<file path="src/rtl/core/lpr_pkg.sv">
package lpr_pkg;

  // Fixed field widths of the stream ports.
  localparam int PAGE_W      = 16;
  localparam int FRAME_IDX_W = 3;
  localparam int COUNT_W     = 16;
  localparam int ACT_W       = 4;

  localparam logic [ACT_W-1:0]   ACT_RESET = ACT_W'(4);
  localparam logic [COUNT_W-1:0] COUNT_MAX = '1;

  // Widths of out_tdata and out_tuser.
  localparam int OUT_DATA_W = 40;
  localparam int OUT_USER_W = 2;

  // Outcome of one table lookup, handed from the frame table to the top level.
  typedef struct packed {
    logic                   is_hit;
    logic [FRAME_IDX_W-1:0] frame_index;
    logic                   evicted_valid;
    logic [PAGE_W-1:0]      evicted_page;
  } lpr_result_t;

endpackage

</file>
<file path="src/rtl/core/lpr_table.sv">
module lpr_table
  import lpr_pkg::*;
#(
  parameter int MAX_FRAMES = 8,
  parameter int PAGE_BITS  = 16
) (
  input  logic              clk,
  input  logic              rst_n,
  input  logic [ACT_W-1:0]  active_frames,
  input  logic              req_valid,
  input  logic [PAGE_W-1:0] req_page,
  input  logic              req_last,
  output lpr_result_t       result
);

  localparam int IDX_W  = (MAX_FRAMES > 1) ? $clog2(MAX_FRAMES) : 1;
  localparam int RANK_W = IDX_W;
  localparam int CNT_W  = $clog2(MAX_FRAMES + 1);
  localparam int AW     = (CNT_W > ACT_W) ? CNT_W : ACT_W;
  localparam logic [RANK_W-1:0] RANK_MAX = RANK_W'(MAX_FRAMES - 1);
  localparam logic [AW-1:0]     ACT_MAX  = AW'(MAX_FRAMES);

  logic [MAX_FRAMES-1:0] valid_r, valid_nxt;
  logic [PAGE_BITS-1:0]  page_r   [MAX_FRAMES];
  logic [RANK_W-1:0]     rank_r   [MAX_FRAMES];
  logic [RANK_W-1:0]     rank_nxt [MAX_FRAMES];

  logic [AW-1:0]         act;
  logic [MAX_FRAMES-1:0] act_mask;
  logic [PAGE_BITS-1:0]  page_q;
  logic                  hit;
  logic [IDX_W-1:0]      hit_idx;
  logic                  free_any;
  logic [IDX_W-1:0]      free_idx;
  logic                  vic_any;
  logic [IDX_W-1:0]      vic_idx;
  logic [RANK_W-1:0]     vic_rank;
  logic [IDX_W-1:0]      sel;
  logic                  ev_valid;
  logic [PAGE_BITS-1:0]  ev_page;

  // Zero frames behaves as one; values above the table size saturate.
  always_comb begin
    act = AW'(active_frames);
    if (act == '0) begin
      act = AW'(1);
    end else if (act > ACT_MAX) begin
      act = ACT_MAX;
    end
    for (int i = 0; i < MAX_FRAMES; i++) begin
      act_mask[i] = AW'(i) < act;
    end
  end

  always_comb begin
    for (int b = 0; b < PAGE_BITS; b++) begin
      page_q[b] = (b < PAGE_W) ? req_page[b] : 1'b0;
    end
  end

  // Lookup, free-frame search and victim search run side by side.
  always_comb begin
    hit      = 1'b0;
    hit_idx  = '0;
    free_any = 1'b0;
    free_idx = '0;
    for (int i = MAX_FRAMES - 1; i >= 0; i--) begin
      if (act_mask[i] && valid_r[i] && page_r[i] == page_q) begin
        hit     = 1'b1;
        hit_idx = IDX_W'(i);
      end
      if (act_mask[i] && !valid_r[i]) begin
        free_any = 1'b1;
        free_idx = IDX_W'(i);
      end
    end
  end

  // Oldest valid frame wins; a strict compare keeps the lowest index on ties.
  always_comb begin
    vic_any  = 1'b0;
    vic_idx  = '0;
    vic_rank = '0;
    for (int i = 0; i < MAX_FRAMES; i++) begin
      if (act_mask[i] && valid_r[i] && (!vic_any || rank_r[i] > vic_rank)) begin
        vic_any  = 1'b1;
        vic_idx  = IDX_W'(i);
        vic_rank = rank_r[i];
      end
    end
  end

  always_comb begin
    sel      = hit ? hit_idx : (free_any ? free_idx : vic_idx);
    ev_valid = !hit && !free_any;
    ev_page  = ev_valid ? page_r[sel] : '0;
  end

  // On a hit only frames younger than the hit frame age; on a miss all do.
  always_comb begin
    valid_nxt = valid_r;
    for (int i = 0; i < MAX_FRAMES; i++) begin
      rank_nxt[i] = rank_r[i];
      if (act_mask[i] && IDX_W'(i) != sel && valid_r[i] && rank_r[i] < RANK_MAX &&
          (!hit || rank_r[i] < rank_r[sel])) begin
        rank_nxt[i] = rank_r[i] + RANK_W'(1);
      end
    end
    rank_nxt[sel]  = '0;
    valid_nxt[sel] = 1'b1;
    if (req_last) begin
      valid_nxt = '0;
      for (int i = 0; i < MAX_FRAMES; i++) begin
        rank_nxt[i] = '0;
      end
    end
  end

  always_ff @(posedge clk) begin
    if (!rst_n) begin
      valid_r <= '0;
      for (int i = 0; i < MAX_FRAMES; i++) begin
        rank_r[i] <= '0;
      end
    end else if (req_valid) begin
      valid_r <= valid_nxt;
      for (int i = 0; i < MAX_FRAMES; i++) begin
        rank_r[i] <= rank_nxt[i];
      end
    end
  end

  always_ff @(posedge clk) begin
    if (req_valid && !hit) begin
      page_r[sel] <= page_q;
    end
  end

  always_comb begin
    result.is_hit        = hit;
    result.evicted_valid = ev_valid;
    for (int b = 0; b < FRAME_IDX_W; b++) begin
      result.frame_index[b] = (b < IDX_W) ? sel[b] : 1'b0;
    end
    for (int b = 0; b < PAGE_W; b++) begin
      result.evicted_page[b] = (b < PAGE_BITS) ? ev_page[b] : 1'b0;
    end
  end

endmodule

</file>
<file path="src/rtl/core/lru_page_replacement.sv">
// LRU page replacement unit. Each page reference on the input stream is looked
// up in a small fully associative frame table; a hit refreshes the frame's
// recency, a miss counts a fault and fills the lowest free frame or evicts the
// least recently used page. One result comes out per reference, in order, and
// one reference can be taken every clock cycle while the result output is not
// stalled: a reference is captured in an input register, the whole table
// lookup and update are done from that register, and the result sits in an
// output register. A reference with tlast set returns the table and the fault
// count to empty once its result is formed. active_frames may be changed only
// while the block is idle; no clearing pass is needed after reset.
module lru_page_replacement
  import lpr_pkg::*;
#(
  parameter int MAX_FRAMES = 8,
  parameter int PAGE_BITS  = 16
) (
  input  logic                  clk,
  input  logic                  rst_n,
  // active_frames
  input  logic                  cfg_tvalid,
  output logic                  cfg_tready,
  input  logic [ACT_W-1:0]      cfg_tdata,
  // [15:0] page_number
  input  logic                  in_tvalid,
  output logic                  in_tready,
  input  logic [PAGE_W-1:0]     in_tdata,
  input  logic                  in_tlast,
  // [2:0] frame_index, [18:3] evicted_page, [34:19] fault_count, [39:35] zero
  output logic                  out_tvalid,
  input  logic                  out_tready,
  output logic [OUT_DATA_W-1:0] out_tdata,
  // [0] is_hit, [1] evicted_valid
  output logic [OUT_USER_W-1:0] out_tuser,
  output logic                  out_tlast
);

  logic [ACT_W-1:0]   active_r;
  logic               in_valid_r;
  logic [PAGE_W-1:0]  in_page_r;
  logic               in_last_r;
  logic               out_valid_r;
  logic [OUT_DATA_W-1:0] out_data_r;
  logic [OUT_USER_W-1:0] out_user_r;
  logic               out_last_r;
  logic [COUNT_W-1:0] fault_r, fault_nxt;
  logic [COUNT_W-1:0] fault_out;
  logic               advance;
  lpr_result_t        result;

  assign cfg_tready = 1'b1;
  assign advance    = in_valid_r && (!out_valid_r || out_tready);
  assign in_tready  = !in_valid_r || advance;

  always_ff @(posedge clk) begin
    if (!rst_n) begin
      active_r <= ACT_RESET;
    end else if (cfg_tvalid) begin
      active_r <= cfg_tdata;
    end
  end

  always_ff @(posedge clk) begin
    if (!rst_n) begin
      in_valid_r <= 1'b0;
    end else if (in_tready) begin
      in_valid_r <= in_tvalid;
    end
  end

  always_ff @(posedge clk) begin
    if (in_tready && in_tvalid) begin
      in_page_r <= in_tdata;
      in_last_r <= in_tlast;
    end
  end

  lpr_table #(
    .MAX_FRAMES (MAX_FRAMES),
    .PAGE_BITS  (PAGE_BITS)
  ) u_table (
    .clk           (clk),
    .rst_n         (rst_n),
    .active_frames (active_r),
    .req_valid     (advance),
    .req_page      (in_page_r),
    .req_last      (in_last_r),
    .result        (result)
  );

  // The reported count includes this reference; the stored total clears after
  // the last reference of a string.
  always_comb begin
    fault_out = fault_r;
    if (!result.is_hit && fault_r != COUNT_MAX) begin
      fault_out = fault_r + COUNT_W'(1);
    end
    fault_nxt = in_last_r ? '0 : fault_out;
  end

  always_ff @(posedge clk) begin
    if (!rst_n) begin
      fault_r <= '0;
    end else if (advance) begin
      fault_r <= fault_nxt;
    end
  end

  always_ff @(posedge clk) begin
    if (!rst_n) begin
      out_valid_r <= 1'b0;
    end else if (advance) begin
      out_valid_r <= 1'b1;
    end else if (out_tready) begin
      out_valid_r <= 1'b0;
    end
  end

  always_ff @(posedge clk) begin
    if (advance) begin
      out_data_r <= {5'b0, fault_out, result.evicted_page, result.frame_index};
      out_user_r <= {result.evicted_valid, result.is_hit};
      out_last_r <= in_last_r;
    end
  end

  assign out_tvalid = out_valid_r;
  assign out_tdata  = out_data_r;
  assign out_tuser  = out_user_r;
  assign out_tlast  = out_last_r;

endmodule

</file>
<file path="config.mk">
export PLATFORM = sky130hd
export DESIGN_NAME = lru_page_replacement
export DESIGN_NICKNAME = d
export VERILOG_FILES = /design/src/rtl/core/lpr_pkg.sv /design/src/rtl/core/lpr_table.sv /design/src/rtl/core/lru_page_replacement.sv
export SDC_FILE = /design/constraint.sdc
export NUM_CORES = 1
export LEC_CHECK = 0
export BUFFER_PORTS_ARGS = -buffer_cell sky130_fd_sc_hd__buf_2
export CORE_MARGIN = 2
export CORE_UTILIZATION = 35
export DETAILED_ROUTE_END_ITERATION = 12
export HOLD_SLACK_MARGIN = 0.1
export SLEW_MARGIN = 20
export SYNTH_ARGS = -nofsm -noshare
export SYNTH_HDL_FRONTEND = slang
export SYNTH_HIERARCHICAL = 1
export SYNTH_SLANG_ARGS = --single-unit
export TNS_END_PERCENT = 5
</file>
<file path="constraint.sdc">
create_clock -name clk -period 16.9 [get_ports clk]
set_clock_uncertainty 0.2 [all_clocks]
set_input_delay 3.38 -clock clk [delete_from_list [all_inputs] [get_ports clk]]
set_output_delay 3.38 -clock clk [all_outputs]
set_load 0.01 [all_outputs]
</file>
== After elaboration in Yosys (flattened, before gate mapping) ==
Memory sizes are Yosys's and may differ from the RTL's. A register that Yosys moved wholly into a read port is not among the register bits.
Index checks and enable logic that the tools add are counted.
Cells by class
  add/subtract/negate cells: 9
  reduce and logical (&&, ||, !) cells: 110
  eq/ne operators: 16
  $lt $le $gt $ge: 36
  bitwise gates (word level): 12
  multiplexer cells: 89
Operator list (number)
  $mux 3: 46
  $eq 16x16->1: 8
  $logic_and 1x1->1: 70
  $mux 1: 33
  $mux 16: 2
  $add 3x1->3 const B: 8
  $and 24x24->24: 1
  $lt 3x3->1: 8
  $lt 3x3->1 const B: 8
  $mux 24: 1
  $not 24->24: 1
  $gt 3x3->1: 7
  $logic_not 1->1: 20
  $logic_or 1x1->1: 17
  $add 16x1->16 const B: 1
  $lt 3x4->1 const A: 4
  $ne 16x16->1 const B: 1
  $ne 3x3->1 const A: 4
  $demux 3 s3: 1
  $lt 1x4->1 const A: 2
  $lt 2x4->1 const A: 2
  $mux 4: 2
  $mux 8: 1
  $or 1x1->1: 8
  14 further kinds: 16
Storage, ports and cells
  memories kept: 2
  input port bits: 26
  RAM bits: 152
  bits in registers: 69
  logic and storage cells: 284
  output and inout port bits: 46
Memory list
  u_table.page_r: depth 8, width 16, rd ports 9, clocked after Yosys merged registers in 1, write ports 1, line lpr_table.sv:24  | logic [PAGE_BITS-1:0] page_r [MAX_FRAMES];
  u_table.rank_r: depth 8, width 3, rd ports 9, clocked after Yosys merged registers in 0, write ports 8, line lpr_table.sv:25  | logic [RANK_W-1:0] rank_r [MAX_FRAMES];

== Longest topological paths before layout ==
  depth in word-level cells: 45
  gate-level depth with buffers: 64
  gate-level depth less buffers: 60

== Modules after synthesis ==
Netlist, hierarchy kept.
Modules (own cells, without submodules)
  lpr_table: cells each 1052, times used 1, area each 10600.2 µm²
  lru_page_replacement: cells each 254, times used 1, area each 3219.3 µm²

== Least setup slack after synthesis ==
No wires, ideal clock.
  path kind: register -> register
  start point: register u_table.valid_r[0]
  end point: memory u_table/rank_r[6][2] (netlist name), data pin
  cell stages (with the launch flop): 56
  library setup time: 0.146 ns
  setup slack: 5.097 ns
  data arrival time: 11.457 ns
  cell sequence: dfxtp_1 clkbuf_1 nand2_1 ha_1 nor2b_1 o21ai_0 a31oi_1 mux2_2 ha_1 a31oi_1 a21oi_1 or2_0 mux2i_1 ha_1 a211o_1 a21oi_1 nand2b_1 mux2i_1 [20 not listed] o31ai_1 o22ai_1 a211oi_1 nor2_2 buf_4 inv_1 clkbuf_1 clkbuf_1 nor2_1 a21oi_1 mux2i_1 a21oi_1 ha_1 or2_2 a21oi_1 a21oi_2 or3_1 a21oi_1
RTL lines
  start: declaration: line lpr_table.sv:23  | logic [MAX_FRAMES-1:0] valid_r, valid_nxt;
  start signal: assignment: line lpr_table.sv:126  | valid_r <= valid_nxt;
  end: declaration: line lpr_table.sv:25

==> qor.yml <==
synthesis:
  yosysSeqAreaShare_pct: 49.3
  yosys.area_share.simple_pct: 17.5
  synth-compound-area-share_pct: 13.1
  synth_cell_types: 82
  synth_xor_area_share_pct: 9.32
  synthArstFlopShare_pct: 0
  synth_cells: 1306
  synthAdderAreaFrac_pct: 3.44
  synth_flop_cell: "edfxtp_1"
  synth.avg_cell_area_sq_um: 10.6
  ys_warn_count: 6
  synth_top_family_by_area: "simple AND/OR/NAND/NOR gates"
  synth-edff-count: 207
  ys_seq_elements: 237
  synth_area_sq_mm: 0.0138
  synthMuxAreaShare_pct: 3.01
setup_path:
  slowest_delay_ps: 650
  cp_slowest_cell: "dfxtp_1"
  cp-end-kind: "flip-flop"
  rr_worst_depth: 54
  cp_data_arrival_time_ps: 13780
  r2r_start: "u_table/valid_r[0]"
  crit_top_cell: "ha_1"
  worstPathRequired_ps: 17100
  worst_setup_path_start_kind: "flip-flop"
  r2r_end: "u_table/rank_r[5][2]"
  r2r_slack_ps: 3330
  path_max_fanout: 25
  path_class: "flip-flop to flip-flop"
  cp-startpoint: "u_table/valid_r[0]"
power_and_ir_drop:
  p_per_area_mw_per_mm2: 90.2
  ir_drop_uv: 109
  p_total_uw: 1390
  leakage_uw: 0.00522
floorplan:
  dieArea_sq_mm: 0.0411
  placementRows: 72
  initial_core_util_pct: 35.6
  num_io_pins: 72
  core-area_sq_mm: 0.0388
  fp.dieH_microns: 203
  dieWidth_microns: 203
sta:
  final.period_utilization_pct: 80.3
  drv_slew: 0
  tightest_slew_ps: 1010
  slew_headroom_pct: 31.3
  hold_viol: 0
  whs_ps: 310
  finalSetupViolations: 0
  fin_crit_ps: 13570
  fmax_mhz: 73.7
  finalSetupTns_ps: 0
  grt_setup_unrepaired: "no"
hold_path:
  min_from: "u_table/valid_r[7]"
  min_to: "u_table/valid_r[7]"
  whs_path_depth: 2
  hp-class: "flip-flop to flip-flop"
clocking:
  cts-htree-levels: 1
  clockBufferDepth: 3
  cts_setup_buffers: 0
  path_clk_slew_ps: 60
  clock_tree.root_cell: "clkbuf_16"
  clk-insertion-delay-late_ps: 560
  postCtsResizedCells: 0
  cts_hold_buf: 0
  clock-sinks: 237
  cts_tree: "built"
  numCtsBuffers: 26
global_routing:
  grt-ovfl-total: 0
  grt_pass1_vias: 10000
  grt_max_degree: 77
  grt_usage_pct: 17.9
  grt_antenna_before_repair: 0
  grt_pass1_wl_microns: 58200
finish:
  area_delta_synth_final_pct: 11.6
  layout_commonest_cell: "edfxtp_1"
  diodes: 0
  fillers: 3706
  register_area_sq_mm: 0.00682
  multi_input_area_sq_mm: 0.00646
  layout-drive-gt1-share_pct: 12.4
  final_cell_mix: "edfxtp_1, nand2_1, xnor2_1, nor2_1, buf_2"
  fin_cells: 1880
  nNetsFinal: 1406
flow_run:
  drv_cap: 0
place:
  hpwl_microns: 26200
  io_buffers: 65
  gp_routability_congestion: 0.891
  placed_cells: 1832
status:
  status: "finished clean"
routing:
  ant_nets: 0
  routed_wl_microns: 37500
  drt_iter0_markers: 833
  vias: 10400
  routedWlPerCell_microns: 20.0
  drcViolationCount: 0
  firstDrtPassIters: 5
  viasPerCell: 5.55
==> per-layer routing <==
metal  part of all wire [%]  global-route usage (%)
met1                     47                    25.9
met2                     45                    28.1
met3                    5.4                    2.54
met4                    2.9                    5.14
met5                      0                       0
==> cells by family after synthesis <==
kind of cell | count (synthesis)
flip-flops | 237
XOR/XNOR | 147
multiplexers | 40
buffers and inverters | 119
other | 2
adder cells (fa/ha/maj) | 38
AO/OA/AOI/OAI | 256
AND/OR/NAND/NOR | 467
==> final cells by class <==
type | instances | area share (%)
well taps | 518 | 4.20
multi-input cells | 954 | 41.9
clock buffers | 31 | 4.48
flip-flops and latches | 237 | 44.2
clock inverters | 17 | 1.27
inverters | 41 | 0.998
repair buffers | 82 | 2.94
==> cells in the mapped netlist, types with 6 or more instances <==
library cell / count / share of area (%)
buf_2: 30 / 1.1
a21oi_1: 46 / 1.7
nand3_1: 29 / 1.1
nor4b_1: 8 / 0.51
or2_2: 7 / 0.32
nor3b_1: 7 / 0.38
nand3b_1: 7 / 0.38
a31oi_1: 32 / 1.4
mux2_2: 7 / 0.57
o21a_1: 7 / 0.38
ha_1: 38 / 3.4
buf_6: 7 / 0.57
nand4_1: 40 / 1.8
mux2i_1: 31 / 2.2
nand2_1: 151 / 4.1
o22ai_1: 9 / 0.41
nand2b_1: 8 / 0.36
nor4_1: 17 / 0.77
clkbuf_1: 27 / 0.73
or4_1: 11 / 0.60
and2_1: 7 / 0.32
or3_1: 15 / 0.68
a21boi_1: 7 / 0.38
o211ai_1: 6 / 0.33
dfxtp_1: 30 / 4.3
inv_1: 40 / 1.1
o21ai_0: 30 / 1.1
buf_4: 11 / 0.60
nor2_1: 82 / 2.2
a311oi_1: 18 / 1.1
nor2b_1: 41 / 1.9
edfxtp_1: 207 / 45
nor3_1: 14 / 0.51
xnor2_1: 96 / 6.1
a21oi_2: 6 / 0.38
xor2_1: 51 / 3.2
a211oi_1: 41 / 2.2
==> critical path: cells and delay by family (launching register included) <==
kind / cells / cell delay [ps]
AO/OA/AOI/OAI: 25 / 5820
adder cells (fa/ha/maj): 8 / 2390
buffers and inverters: 4 / 1100
flip-flops: 1 / 650
multiplexers: 4 / 1290
AND/OR/NAND/NOR: 13 / 1980
==> power by group <==
part           leakage (uW)  internal [uW]  switching, uW
clock network      0.000437            341            244
registers           0.00219            651           28.2
logic               0.00259           47.3           80.3
==> sequential cells by signal (all words and copies together), names as in the netlist <==
register and flops:
out_tdata 35, out_tlast 1, u_table/valid_r 8, u_table/rank_r 24, fault_r 16, in_valid_r 1, active_r 4, u_table/page_r 128
in_last_r 1, in_page_r 16, out_tvalid 1, out_tuser 2
==> metrics by stage <==
stage / setup slack, ps / utilization (%) / instance area (sq um)
CTS: 3430 / 39.7 / 15400
global placement: 4020 / 37.4 / 14500
floorplan: 5100 / - / 13800
finish: 3330 / 39.7 / 15400
detailed placement: 3480 / 37.4 / 14500
global route: 2130 / 39.7 / 15400
==> how the worst max path moves through the flow <==
stage	to
finish	u_table/rank_r[5][2]
detailed placement	u_table/rank_r[7][2]
CTS	u_table/rank_r[5][2]
floorplan	u_table/rank_r[6][2]
global placement	u_table/rank_r[7][2]
global route	u_table/rank_r[7][2]
(Power assumes the default switching activity.)
